--- src/hw/rtl/nrc_pkg.sv ---
// Shared types and constants for the NTP response checker.
package nrc_pkg;

  localparam int unsigned COUNT_W = 6;
  localparam logic [COUNT_W-1:0] PKT_LEN = COUNT_W'(48);
  localparam logic [COUNT_W-1:0] TS_FIRST = COUNT_W'(40);
  localparam logic [COUNT_W-1:0] TS_LAST = COUNT_W'(43);
  localparam logic [COUNT_W-1:0] HDR_POS = COUNT_W'(0);
  localparam logic [COUNT_W-1:0] STRATUM_POS = COUNT_W'(1);

  localparam logic [31:0] UNIX_EPOCH_OFFSET = 32'd2208988800;
  localparam int unsigned ZONE_W = 17;

  localparam logic [2:0] MODE_SERVER = 3'd4;
  localparam logic [2:0] MIN_VERSION = 3'd3;
  localparam logic [1:0] LEAP_ALARM = 2'd3;

  typedef enum logic [2:0] {
    ST_OK = 3'd0,
    ST_SHORT = 3'd1,
    ST_MODE = 3'd2,
    ST_VERSION = 3'd3,
    ST_LEAP = 3'd4,
    ST_STRATUM = 3'd5,
    ST_ZERO_TS = 3'd6
  } status_t;

  typedef struct packed {
    logic        full;
    logic [7:0]  header;
    logic [7:0]  stratum;
    logic [31:0] timestamp;
  } pkt_rec_t;

endpackage

--- src/hw/rtl/ntp_response_checker_unit.sv ---
// Top level of the NTP server response checker.
// Takes one payload byte per beat and gives one result beat for each byte marked
// last. A byte is accepted every cycle while the result side keeps up; the result
// of a packet is carried through a packet record register and the result register.
// Each stage holds one beat, so the input stalls only when both are full. The zone
// offset is written on the config channel, which is always ready.
module ntp_response_checker_unit (
  input  logic                        clk,
  input  logic                        rst,
  input  logic                        in_valid,
  output logic                        in_ready,
  input  logic [7:0]                  payload_byte,
  input  logic                        last_byte,
  output logic                        out_valid,
  input  logic                        out_ready,
  output logic                        time_valid,
  output logic [2:0]                  check_status,
  output logic [31:0]                 local_unix_seconds,
  input  logic                        cfg_valid,
  output logic                        cfg_ready,
  input  logic signed [nrc_pkg::ZONE_W-1:0] zone_offset_seconds
);

  logic [nrc_pkg::ZONE_W-1:0] zone;
  logic                       rec_valid;
  logic                       rec_ready;
  nrc_pkg::pkt_rec_t          rec;

  assign cfg_ready = 1'b1;

  always_ff @(posedge clk) begin
    if (rst) begin
      zone <= '0;
    end else if (cfg_valid && cfg_ready) begin
      zone <= zone_offset_seconds;
    end
  end

  nrc_capture u_capture (
    .clk          (clk),
    .rst          (rst),
    .in_valid     (in_valid),
    .in_ready     (in_ready),
    .payload_byte (payload_byte),
    .last_byte    (last_byte),
    .rec_valid    (rec_valid),
    .rec          (rec),
    .rec_ready    (rec_ready)
  );

  nrc_check u_check (
    .clk                (clk),
    .rst                (rst),
    .rec_valid          (rec_valid),
    .rec                (rec),
    .rec_ready          (rec_ready),
    .zone               (zone),
    .out_valid          (out_valid),
    .out_ready          (out_ready),
    .time_valid         (time_valid),
    .check_status       (check_status),
    .local_unix_seconds (local_unix_seconds)
  );

endmodule

--- src/hw/rtl/nrc_capture.sv ---
// Byte counter and field capture; hands a finished packet record to the check stage.
module nrc_capture (
  input  logic              clk,
  input  logic              rst,
  input  logic              in_valid,
  output logic              in_ready,
  input  logic [7:0]        payload_byte,
  input  logic              last_byte,
  output logic              rec_valid,
  output nrc_pkg::pkt_rec_t rec,
  input  logic              rec_ready
);

  logic [nrc_pkg::COUNT_W-1:0] byte_count;
  logic [nrc_pkg::COUNT_W-1:0] byte_count_next;
  logic [7:0]                  header_byte;
  logic [7:0]                  header_next;
  logic [7:0]                  stratum_byte;
  logic [7:0]                  stratum_next;
  logic [31:0]                 timestamp_shift;
  logic [31:0]                 timestamp_next;
  logic                        accept;

  assign in_ready = !rec_valid || rec_ready;
  assign accept = in_valid && in_ready;

  always_comb begin
    header_next = header_byte;
    stratum_next = stratum_byte;
    timestamp_next = timestamp_shift;
    if (byte_count == nrc_pkg::HDR_POS) begin
      header_next = payload_byte;
    end else if (byte_count == nrc_pkg::STRATUM_POS) begin
      stratum_next = payload_byte;
    end else if (byte_count >= nrc_pkg::TS_FIRST && byte_count <= nrc_pkg::TS_LAST) begin
      timestamp_next = {timestamp_shift[23:0], payload_byte};
    end
    if (byte_count < nrc_pkg::PKT_LEN) begin
      byte_count_next = byte_count + nrc_pkg::COUNT_W'(1);
    end else begin
      byte_count_next = byte_count;
    end
  end

  always_ff @(posedge clk) begin
    if (rst) begin
      byte_count <= '0;
      rec_valid <= 1'b0;
    end else begin
      if (accept) begin
        byte_count <= last_byte ? '0 : byte_count_next;
      end
      if (accept && last_byte) begin
        rec_valid <= 1'b1;
      end else if (rec_ready) begin
        rec_valid <= 1'b0;
      end
    end
  end

  always_ff @(posedge clk) begin
    if (accept) begin
      header_byte <= header_next;
      stratum_byte <= stratum_next;
      timestamp_shift <= timestamp_next;
    end
    if (accept && last_byte) begin
      rec.full <= (byte_count_next == nrc_pkg::PKT_LEN);
      rec.header <= header_next;
      rec.stratum <= stratum_next;
      rec.timestamp <= timestamp_next;
    end
  end

endmodule

--- src/hw/rtl/nrc_check.sv ---
// Length, header, stratum and timestamp checks and local time computation into the result register.
module nrc_check (
  input  logic                        clk,
  input  logic                        rst,
  input  logic                        rec_valid,
  input  nrc_pkg::pkt_rec_t           rec,
  output logic                        rec_ready,
  input  logic [nrc_pkg::ZONE_W-1:0]  zone,
  output logic                        out_valid,
  input  logic                        out_ready,
  output logic                        time_valid,
  output logic [2:0]                  check_status,
  output logic [31:0]                 local_unix_seconds
);

  nrc_pkg::status_t status;
  logic [31:0]      zone_word;
  logic [31:0]      local_time;

  assign rec_ready = !out_valid || out_ready;
  assign zone_word = {{(32 - nrc_pkg::ZONE_W){zone[nrc_pkg::ZONE_W-1]}}, zone};
  assign local_time = rec.timestamp - nrc_pkg::UNIX_EPOCH_OFFSET + zone_word;

  always_comb begin
    if (!rec.full) begin
      status = nrc_pkg::ST_SHORT;
    end else if (rec.header[2:0] != nrc_pkg::MODE_SERVER) begin
      status = nrc_pkg::ST_MODE;
    end else if (rec.header[5:3] < nrc_pkg::MIN_VERSION) begin
      status = nrc_pkg::ST_VERSION;
    end else if (rec.header[7:6] == nrc_pkg::LEAP_ALARM) begin
      status = nrc_pkg::ST_LEAP;
    end else if (rec.stratum == 8'd0) begin
      status = nrc_pkg::ST_STRATUM;
    end else if (rec.timestamp == 32'd0) begin
      status = nrc_pkg::ST_ZERO_TS;
    end else begin
      status = nrc_pkg::ST_OK;
    end
  end

  always_ff @(posedge clk) begin
    if (rst) begin
      out_valid <= 1'b0;
    end else if (rec_ready) begin
      out_valid <= rec_valid;
    end
  end

  always_ff @(posedge clk) begin
    if (rec_ready && rec_valid) begin
      time_valid <= (status == nrc_pkg::ST_OK);
      check_status <= status;
      local_unix_seconds <= (status == nrc_pkg::ST_OK) ? local_time : 32'd0;
    end
  end

endmodule

--- config.mk ---
export PLATFORM = sky130hd
export DESIGN_NAME = ntp_response_checker_unit
export DESIGN_NICKNAME = d
export VERILOG_FILES = /design/src/hw/rtl/nrc_pkg.sv /design/src/hw/rtl/ntp_response_checker_unit.sv /design/src/hw/rtl/nrc_capture.sv /design/src/hw/rtl/nrc_check.sv
export SDC_FILE = /design/constraint.sdc
export NUM_CORES = 1
export LEC_CHECK = 0
export BUFFER_PORTS_ARGS = -buffer_cell sky130_fd_sc_hd__buf_4
export CAP_MARGIN = 25
export CORE_AREA = 5 5 116 145
export CTS_CLUSTER_SIZE = 25
export DETAILED_ROUTE_END_ITERATION = 10
export DIE_AREA = 0 0 121 150
export PLACE_DENSITY = 0.75
export SYNTH_ARGS = -nofsm -noshare
export SYNTH_HDL_FRONTEND = slang
export SYNTH_SLANG_ARGS = --single-unit
--- constraint.sdc ---
create_clock -name clk -period 3.3 [get_ports clk]
set_input_delay 0.495 -clock clk [delete_from_list [all_inputs] [get_ports clk]]
set_output_delay 0.495 -clock clk [all_outputs]
set_load 0.005 [all_outputs]
## Yosys cells after proc, flatten, opt, wreduce, memory -nomap -nowiden

Index checks and enable logic that the tools add are counted.

- Register bits after elaboration: 158
- Latch bits: 0
- RAM bits: 0
- Memory bits (read-only): 0
- Input bits: 31
- Logic and storage cells: 54
- Memories: 0

- Add/sub/neg operators: 3
- Multiply operators: 0
- Divide/modulo/power cells: 0
- Order comparisons: 4
- Eq/ne operators: 4
- Shifts and indexed selects: 0
- Multiplexer cells: 16
- Bitwise logic cells: 0
- Reductions and logical operators: 13

Operator list:

| kind | count |
|---|---|
| $mux 32 | 3 |
| $add 32x32->32 | 1 |
| $logic_not 32->1 | 1 |
| $sub 32x32->32 const B | 1 |
| $mux 8 | 3 |
| $mux 3 | 6 |
| $mux 6 | 2 |
| $logic_not 8->1 | 1 |
| $add 6x1->6 const B | 1 |
| $eq 6x1->1 const B | 1 |
| $eq 6x6->1 const B | 1 |
| $ge 6x6->1 const B | 1 |
| $le 6x6->1 const B | 1 |
| $logic_not 6->1 | 1 |
| $lt 6x6->1 const B | 1 |
| $logic_and 1x1->1 | 4 |
| $logic_not 3->1 | 1 |
| $lt 3x2->1 const B | 1 |
| $ne 3x3->1 const B | 1 |
| $eq 2x2->1 const B | 1 |
| $logic_not 1->1 | 2 |
| $logic_or 1x1->1 | 2 |
| $mux 1 | 2 |
| $reduce_bool 2->1 | 1 |

## Depth between registers and ports, before layout

Gate-level depths: netlist of the first run.

- Depth after elaboration: 8
- Gate-level depth with buffers: 12
- Gate-level depth less buffers: 11

## By module

Synthesis of the first run repeated with hierarchy kept, for this count alone.

- Cell total of the unflattened synthesis: 681
- Area total of the unflattened synthesis: 8303.0 um^2

Modules (own cells, without submodules):

| module | instances | cells an instance | area each (um^2) | sequential area each (um^2) |
|---|---|---|---|---|
| nrc_capture | 1 | 208 | 3968.8 | 3052.9 |
| nrc_check | 1 | 416 | 3708.6 | 1101.1 |
| ntp_response_checker_unit | 1 | 57 | 625.6 | 340.3 |

## Worst setup path before layout of the first run

Ideal clock, no wire load.

- Path type: input port to flip-flop
- Start: input port out_ready
- End: register u_capture.rec[0] (netlist name)
- Arrival time: 2.978 ns
- Slack: -0.082 ns
- Cell stages on the path: 6
- Path buffers: 0
- Path through: nor2b_1 -> nand2_1 -> nand2_1 -> inv_1 -> nand2_1 -> inv_1

- Word-level cells in the longest chain between the ends: 4

RTL lines:

| what | RTL line | source |
|---|---|---|
| start, declared | ntp_response_checker_unit.sv:15 | `input logic out_ready,` |
| $logic_or 1x1->1 | nrc_check.sv:20 | `assign rec_ready = !out_valid \|\| out_ready;` |
| $logic_or 1x1->1 | nrc_capture.sv:24 | `assign in_ready = !rec_valid \|\| rec_ready;` |
| net in_ready | ntp_response_checker_unit.sv:11 | `output logic in_ready,` |
| $logic_and 1x1->1 | nrc_capture.sv:25 | `assign accept = in_valid && in_ready;` |
| net u_capture.accept | nrc_capture.sv:22 | `logic accept;` |
| $logic_and 1x1->1 | nrc_capture.sv:67 | `if (accept && last_byte) begin` |

The timed path passes the listed nets, and every way through them passes these cells.
A chain may end at the register's enable or synchronous reset.

## Final worst setup path of the first run

- Start: register u_capture.rec[1] (netlist name)
- End: register u_check.local_unix_seconds[29], data pin

- Word-level cells in the longest chain between the ends: 8
- Elaborated cells between the ends (all ways): 10
- Those cells by class: 2 x add/sub; 6 x mux; 2 x reduce/logical

RTL lines:

| what | RTL line | source |
|---|---|---|
| parallel branches: the longest is 8 deep, another holds $sub 32x32->32 | -- |  |
| end signal, assigned | nrc_check.sv:54 | `local_unix_seconds <= (status == nrc_pkg::ST_OK) ? local_time : 32'd0;` |
| end, declared | nrc_check.sv:13 | `output logic [31:0] local_unix_seconds` |

Several ways; the timed one is not identified.

==> results of run 1 <==
-- power by group through the flow --
| stage | combinational, mW | sequential, mW | clock (mW) |
|---|---|---|---|
| global route | 0.698 | 2.31 | 2.00 |
| global placement | 0.609 | 2.34 | 0 |
| detailed placement | 0.616 | 2.35 | 0 |
| floorplan | 0.450 | 2.33 | 0 |
| finish | 0.627 | 2.30 | 1.87 |
| CTS | 0.623 | 2.31 | 1.90 |
-- state kept, by name, summed over array words and instances (netlist names) --
register                    count
u_check.out_valid               1
u_check.local_unix_seconds     32
u_capture.byte_count            6
u_capture.timestamp_shift      32
u_capture.stratum_byte          8
u_capture.rec                  49
zone                           17
u_check.check_status            3
u_check.time_valid              1
u_capture.header_byte           8
u_capture.rec_valid             1
-- cell usage after synthesis, drive strengths merged (3+ instances only) --
cell type / count / share of area
a21o: 7 / 0.0065
nor3b: 5 / 0.0046
nor2: 65 / 0.030
o2111ai: 3 / 0.0032
buf: 5 / 0.0034
nand2b: 3 / 0.0023
or4: 3 / 0.0028
nor4: 12 / 0.010
nand3: 10 / 0.0062
xnor2: 12 / 0.013
mux2: 48 / 0.067
a31oi: 8 / 0.0069
clkbuf: 11 / 0.0051
dfxtp: 25 / 0.062
inv: 56 / 0.026
and2: 5 / 0.0039
edfxtp: 133 / 0.49
o21a: 4 / 0.0037
nor2b: 6 / 0.0046
o21ai: 24 / 0.015
xor2: 14 / 0.015
mux2i: 19 / 0.023
a21oi: 42 / 0.027
nor3: 12 / 0.0074
o21bai: 4 / 0.0037
a22oi: 3 / 0.0028
nand4: 5 / 0.0039
and3: 5 / 0.0039
ha: 64 / 0.099
nand2: 39 / 0.018
-- worst paths after layout --
check / from / to / slack (ps) / cells after the start
min: zone_offset_seconds[13] / zone[13]$_SDFFE_PP0P_ / 310 / 3
min reg2reg: zone[15]$_SDFFE_PP0P_ / zone[15]$_SDFFE_PP0P_ / 500 / 2
max reg2reg: u_capture.rec[1]$_DFFE_PP_ / u_check.local_unix_seconds[29]$_SDFFCE_PP0P_ / 120 / 10
max: u_capture.rec[1]$_DFFE_PP_ / u_check.local_unix_seconds[29]$_SDFFCE_PP0P_ / 120 / 10
-- per-layer routing --
layer | routed length [µm] | vias to the layer above
li1 | - | 2635
met1 | 7120 | 2540
met2 | 8510 | 137
met3 | 571 | 38
met4 | 580 | 0
met5 | 0 | -
-- cell families after synthesis --
logic type | Yosys count | share of synthesized area
buffers and inverters | 72 | 0.0344
multiplexers | 67 | 0.0901
other | 1 | 0.000463
adder cells (fa/ha/maj) | 65 | 0.101
AND/OR/NAND/NOR | 175 | 0.104
XOR/XNOR | 26 | 0.0281
AO/OA/AOI/OAI | 111 | 0.0875
flip-flops | 158 | 0.554
-- per-stage QoR --
stage / TNS [ps] / power (mW) / instance area [µm²] / util
after floorplan: 0 / 2.78 / 8110 / -
after global placement: 0 / 2.95 / 8870 / 0.577
after detailed placement: -59.0 / 2.96 / 8870 / 0.577
after CTS: 0 / 4.83 / 9440 / 0.614
after global routing: 0 / 5.01 / 9470 / 0.616
final: 0 / 4.80 / 9470 / 0.616
-- cells in the final DEF, fill, tap and decap left out, types with 5 or more instances in the layout --
cell / n
edfxtp_1: 133
buf_4: 74
nor2_1: 64
ha_1: 64
inv_1: 54
a21oi_1: 39
mux2_2: 39
nand2_1: 38
dfxtp_1: 25
mux2i_1: 19
clkbuf_16: 17
o21ai_0: 14
xor2_1: 14
xnor2_1: 12
nor4_1: 11
nor3_1: 11
o21ai_1: 10
nand3_1: 10
mux2_1: 9
a31oi_1: 7
a21o_1: 7
nor2b_1: 5
nor3b_1: 5
nand4_1: 5
and3_1: 5
and2_1: 5
-- final cells by class --
class,count,area [µm²]
multi-input combinational,445,3360
fill,1213,5910
clock buffer,17,425
inverter,56,214
clock inverter,15,136
sequential,158,4490
timing repair buffer,75,576
tap,212,265
-- tightest hold or removal path, delay by kind of cell --
| family | cells | cell delay, ps |
|---|---|---|
| buffers and inverters | 1 | 70 |
| muxes | 1 | 50 |
| and+or+nand+nor | 1 | 70 |
==> summary.txt, run 1 <==
========================================================================================
Setup crit end kind .......................................................     register
Clock skew after layout ...................................................      10.7 ps
Drt wl/cell ...............................................................      17.2 µm
Starting utilization of the core area .....................................        0.527
Largest net degree at the start of global routing .........................           51
Setup violation total in the final timing report ..........................            0
CTS tree ..................................................................        built
Fin. Hold Viols ...........................................................            0
Status .................................................................... complete, no violations
Most common flop cell mapped by yosys .....................................     edfxtp_1
Non-filler instance count after layout ....................................          978
Max-cap viol count ........................................................            0
H-Tree Depth ..............................................................            4
ANT nets after route ......................................................            0
Number of search-and-repair iterations in the first detailed-routing pass .            5
Peak Freq .................................................................      314 MHz
TritonCTS Buffers .........................................................           17
HPWL after detailed placement .............................................    12,500 µm
Critical Path Most Common Cell ............................................         ha_1
Rel. slew slack ...........................................................        0.561
Critical path peak fanout .................................................            3
Highest-delay cell along the critical path ................................         fa_1
Die outline area ..........................................................   0.0182 mm²
Total overflow reported by the global router ..............................            0
Worst stage delay on the critical path ....................................       420 ps
Site row count ............................................................           51
Yosys reg bits ............................................................          158
Number of top-level pins ..................................................           70
GR Util met2 ..............................................................        0.325
Sw frac ...................................................................        0.256
Clock insertion delay at the later pin of the skew report .................       430 ps
Buf+Inv Stages, Crit Path .................................................            0
Number of buffers added on ports ..........................................           68
Vias after detailed routing ...............................................        5,350
GRT Resource Usage Total ..................................................        0.191
Synthesized area ..........................................................  0.00811 mm²
Crit path arrival time ....................................................      3340 ps
Final period utilization ..................................................        0.964
Cell chain of the critical path ........................................... ha_1 -> ha_1 -> fa_1 -> a21oi_2 -> o211ai_2 -> a211oi_2 -> o21ai_1 -> a21o_1 -> a2111oi_1 -> nor3_1
Busiest metal layer after global routing ..................................         met2
Path category of the worst min-delay check ................................ primary input to register
Drt first-iter violations .................................................          294
Clock Tree Buf Depth ......................................................            2
Syn Nets ..................................................................          771
Clk slew on worst S/H paths ...............................................        60 ps
Final Routed Wirelength ...................................................    16,800 µm
Final worst path period need ..............................................      3180 ps
Proportion of synthesized chip area in sequential cells ...................        0.554
Horizontal die dimension ..................................................       121 µm
Initial antenna violation count ...........................................            0
Average cell area after synthesis .........................................     12.0 µm²
Slew @ Worst Pin ..........................................................       659 ps
Floorplan Core Area .......................................................   0.0154 mm²
PD cells ..................................................................   507 mW/mm²
Setup repair after global routing missed its margin .......................           no
Worst VDD drop ............................................................     0.404 mV
RD Place Congestion .......................................................        0.913
DR vias/cell ..............................................................         5.47
Die height ................................................................       150 µm
Buffer cell driving the clock tree root ...................................    clkbuf_16
Warnings from Yosys .......................................................            0
Remaining DRCs ............................................................            0
Sequential cell fraction of total power ...................................        0.480
Number of enable flip-flop cells after synthesis ..........................          133
Net count of the finished layout ..........................................          849
Final antenna diode count .................................................            0
Post-cts hold buffer count ................................................            0
Net Switching .............................................................      1.23 mW
Placed Cells ..............................................................          945
Required time of the critical path ........................................      3460 ps
Fraction of layout cells with a size suffix above 1 .......................        0.209
Clock sinks ...............................................................          158
Async SR Flop Fraction ....................................................            0
Post-route worst setup slack ..............................................       120 ps
Static Leakage ............................................................      3.86 nW
Clock network power share .................................................        0.389
Top cell family by delay on the critical path ............................. compound AO/OA/AOI/OAI gates
Post-CTS setup buffer count ...............................................            0
Number of max-slew violations in the final report .........................            0
Critical Setup Path Class ................................................. register to register
Internal Pwr Total ........................................................      3.57 mW
Post-cts resize count .....................................................            1
Nature of the critical path startpoint ....................................     register
Worst setup timing slack at the placement stage ...........................     -59.0 ps
Via count of the first global-routing pass ................................        5,253
Part of the power in combinational logic ..................................        0.131
Wire length of the first global-routing pass ..............................    26,700 µm
Met1 usage ................................................................        0.232
Worst-case hold slack .....................................................       305 ps
GRT met3 Usage ............................................................       0.0397
Number of unique standard cell types used by synthesis ....................           60
Growth of design area from synthesis to finish ............................        16.8%
Synthesized instance count ................................................          675
========================================================================================
Power figures use the tool's default switching activity.
==> run 2, diff against run 1 <==
- CORE_AREA: 5 5 116 145 -> 5 5 124 155
- DIE_AREA: 0 0 121 150 -> 0 0 129 160
- PLACE_DENSITY: 0.75 -> 0.67
==> run 2 against run 1 <==
Effect of this change: flip-flop and latch count unchanged; combinational power increased by 1%; clock power about the same; largest power group unchanged.
==> summary.txt, run 2 (synthesis results as in run 1) <==
========================================================================================
Clk slew on worst S/H paths ...............................................        60 ps   about the same
PD cells ..................................................................   510 mW/mm²   +0.58%
Post-layout power .........................................................      4.84 mW   +0.83%
ANT nets after route ......................................................            0   unchanged
Final worst path period need ..............................................      3140 ps   -45.1 ps
Setup violation total in the final timing report ..........................            0   unchanged
Biggest regs .............................................................. u_capture.rec (49), u_capture.timestamp_shift (32), u_check.local_unix_seconds (32)
GRT Resource Usage Total ..................................................        0.168   -0.0227
Number of search-and-repair iterations in the first detailed-routing pass .            4   -1
Area taken by flip-flops and latches ......................................  0.00449 mm²   unchanged
Total overflow reported by the global router ..............................            0   unchanged
Static Leakage ............................................................      3.86 nW   about the same
Crit path arrival time ....................................................      3310 ps   -30 ps
Most common cell after layout, fill and taps aside ........................     edfxtp_1
CTS tree ..................................................................        built
Slew @ Worst Pin ..........................................................       633 ps   -25.7 ps
Internal Pwr Total ........................................................      3.64 mW   +1.9%
Status .................................................................... complete, no violations
Part of the power in combinational logic ..................................        0.131   about the same
TritonCTS Buffers .........................................................           17   unchanged
Net count of the finished layout ..........................................          849   unchanged
Vias after detailed routing ...............................................        5,357   +0.13%
Growth of design area from synthesis to finish ............................        17.1%
Path category of the worst min-delay check ................................ primary input to register
Starting utilization of the core area .....................................        0.465   -0.0621
Via count of the first global-routing pass ................................        5,273   +0.38%
Net Switching .............................................................      1.20 mW   -2.4%
Setup crit end kind .......................................................     register
Fraction of layout cells with a size suffix above 1 .......................        0.205   -0.00365
Clock Tree Buf Depth ......................................................            2   unchanged
Floorplan Core Area .......................................................   0.0174 mm²   +13%
Number of max-slew violations in the final report .........................            0   unchanged
Clock insertion delay at the later pin of the skew report .................       430 ps   about the same
Peak Freq .................................................................      319 MHz   +1.4%
Drt wl/cell ...............................................................      17.3 µm   +0.90%
Buffer cell driving the clock tree root ...................................    clkbuf_16
Number of flip-flops under the largest register name ......................           49   unchanged
RD Place Congestion .......................................................        0.854   -6.5%
Critical Setup Path Class ................................................. register to register
Area of all placed cells without fillers ..................................  0.00949 mm²   +0.25%
Final Routed Wirelength ...................................................    17,100 µm   +2.0%
Clock network power share .................................................        0.393   +0.004
Flop-to-flop setup slack ..................................................       160 ps   +50 ps
Largest net degree at the start of global routing .........................           51   unchanged
Final antenna diode count .................................................            0   unchanged
Multi-input gate area .....................................................  0.00336 mm²   unchanged
Critical path peak fanout .................................................            3   unchanged
DP Area ...................................................................  0.00889 mm²   +0.17%
Rel. slew slack ...........................................................        0.578   +0.0171
Fin. Hold Viols ...........................................................            0   unchanged
Count of fill cells added during filler insertion .........................        1,507   +24%
Setup repair after global routing missed its margin .......................           no
Largest register by flop count ............................................ u_capture.rec
DR vias/cell ..............................................................         5.42   -0.98%
HPWL after detailed placement .............................................    12,900 µm   +2.9%
Most used cells in the layout excluding fill and tap cells ................ 133 x edfxtp_1, 74 x buf_4, 64 x nor2_1, 64 x ha_1, 54 x inv_1
Die outline area ..........................................................   0.0206 mm²   +14%
Number of buffers added on ports ..........................................           68   unchanged
Nature of the critical path startpoint ....................................     register
Horizontal die dimension ..................................................       129 µm   +6.6%
Worst VDD drop ............................................................     0.350 mV   -13%
Clock sinks ...............................................................          158   unchanged
Max-cap viol count ........................................................            0   unchanged
Die height ................................................................       160 µm   +6.7%
Clock skew after layout ...................................................      14.7 ps   +4.02 ps
Site row count ............................................................           54   +5.9%
Required time of the critical path ........................................      3470 ps   about the same
H-Tree Depth ..............................................................            4   unchanged
Final period utilization ..................................................        0.950   -0.0137
Initial antenna violation count ...........................................            0   unchanged
Number of top-level pins ..................................................           70   unchanged
Remaining DRCs ............................................................            0   unchanged
Drt first-iter violations .................................................          431   +47%
Sw frac ...................................................................        0.247   -0.00826
Sequential cell fraction of total power ...................................        0.476   -0.004
Wire length of the first global-routing pass ..............................    27,100 µm   +1.7%
========================================================================================
run 2: cell count changes in the layout (fill, tap and decap cells not counted), sizes merged:
cell      previous run  this run
inv                 61        58
bufinv               1         2
clkinv               7         6
clkbuf              17        20
clkinvlp             2         1
run 2: critical path, cell delays in order, from the launching register on:
cell and delay, ps:
edfxtp_1 390, ha_1 310, ha_1 230, fa_1 430
a21oi_2 220, o211ai_2 150, a211oi_2 280, o21ai_1 150
a21o_1 230, a2111oi_1 380, nor3_1 100
run 2: timing repair:
item,CTS,global route
gates cloned,0,0
hold buffers,0,0
setup endpoints to repair,1,1
gates resized for setup,1,2
buffers inserted,0,0
run 2: layout make-up:
cell class | count | share of cell area
Sequential cell | 158 | 0.474
Multi-Input combinational cell | 445 | 0.354
Timing Repair Buffer | 75 | 0.0606
Clock buffer | 20 | 0.0460
Tap cell | 224 | 0.0295
Inverter | 56 | 0.0225
Clock inverter | 11 | 0.0141
run 2: through the flow:
stage          hold slack [ps]  utilization  TNS [ps]  worst slack [ps]  std cells
3_3_place_gp               473        0.510         0              45.4        957
5_1_grt                    305        0.544         0              25.1        989
4_1_cts                    294        0.543         0              64.6        988
6_report                   306        0.544         0               165        989
3_5_place_dp               493        0.510    -0.224            -0.224        957
2_1_floorplan              455            -         0               265        675
run 2: path summary, 6_finish.rpt:
path | startpoint | end | cells past startpoint
worst max-delay path | u_capture.rec[1]$_DFFE_PP_ | u_check.local_unix_seconds[29]$_SDFFCE_PP0P_ | 10
worst max register to register | u_capture.rec[1]$_DFFE_PP_ | u_check.local_unix_seconds[29]$_SDFFCE_PP0P_ | 10
worst min register to register | zone[0]$_SDFFE_PP0P_ | zone[0]$_SDFFE_PP0P_ | 2
worst min-delay path | zone_offset_seconds[14] | zone[14]$_SDFFE_PP0P_ | 3
run 2: power groups by stage:
stage                     Combinational, mW  Sequential, mW  Clock, mW
after CTS                             0.629            2.30       1.94
after global placement                0.613            2.34          0
final                                 0.633            2.30       1.90
after detailed placement              0.621            2.35          0
after floorplan                       0.450            2.33          0
after global routing                  0.708            2.31       2.03
run 2: layer usage:
metal | track usage | up-vias | wire, µm
met4 | 0.0559 | 0 | 332
li1 | - | 2651 | -
met2 | 0.289 | 134 | 8760
met1 | 0.209 | 2548 | 7290
met3 | 0.0361 | 24 | 734
met5 | 0 | - | 0
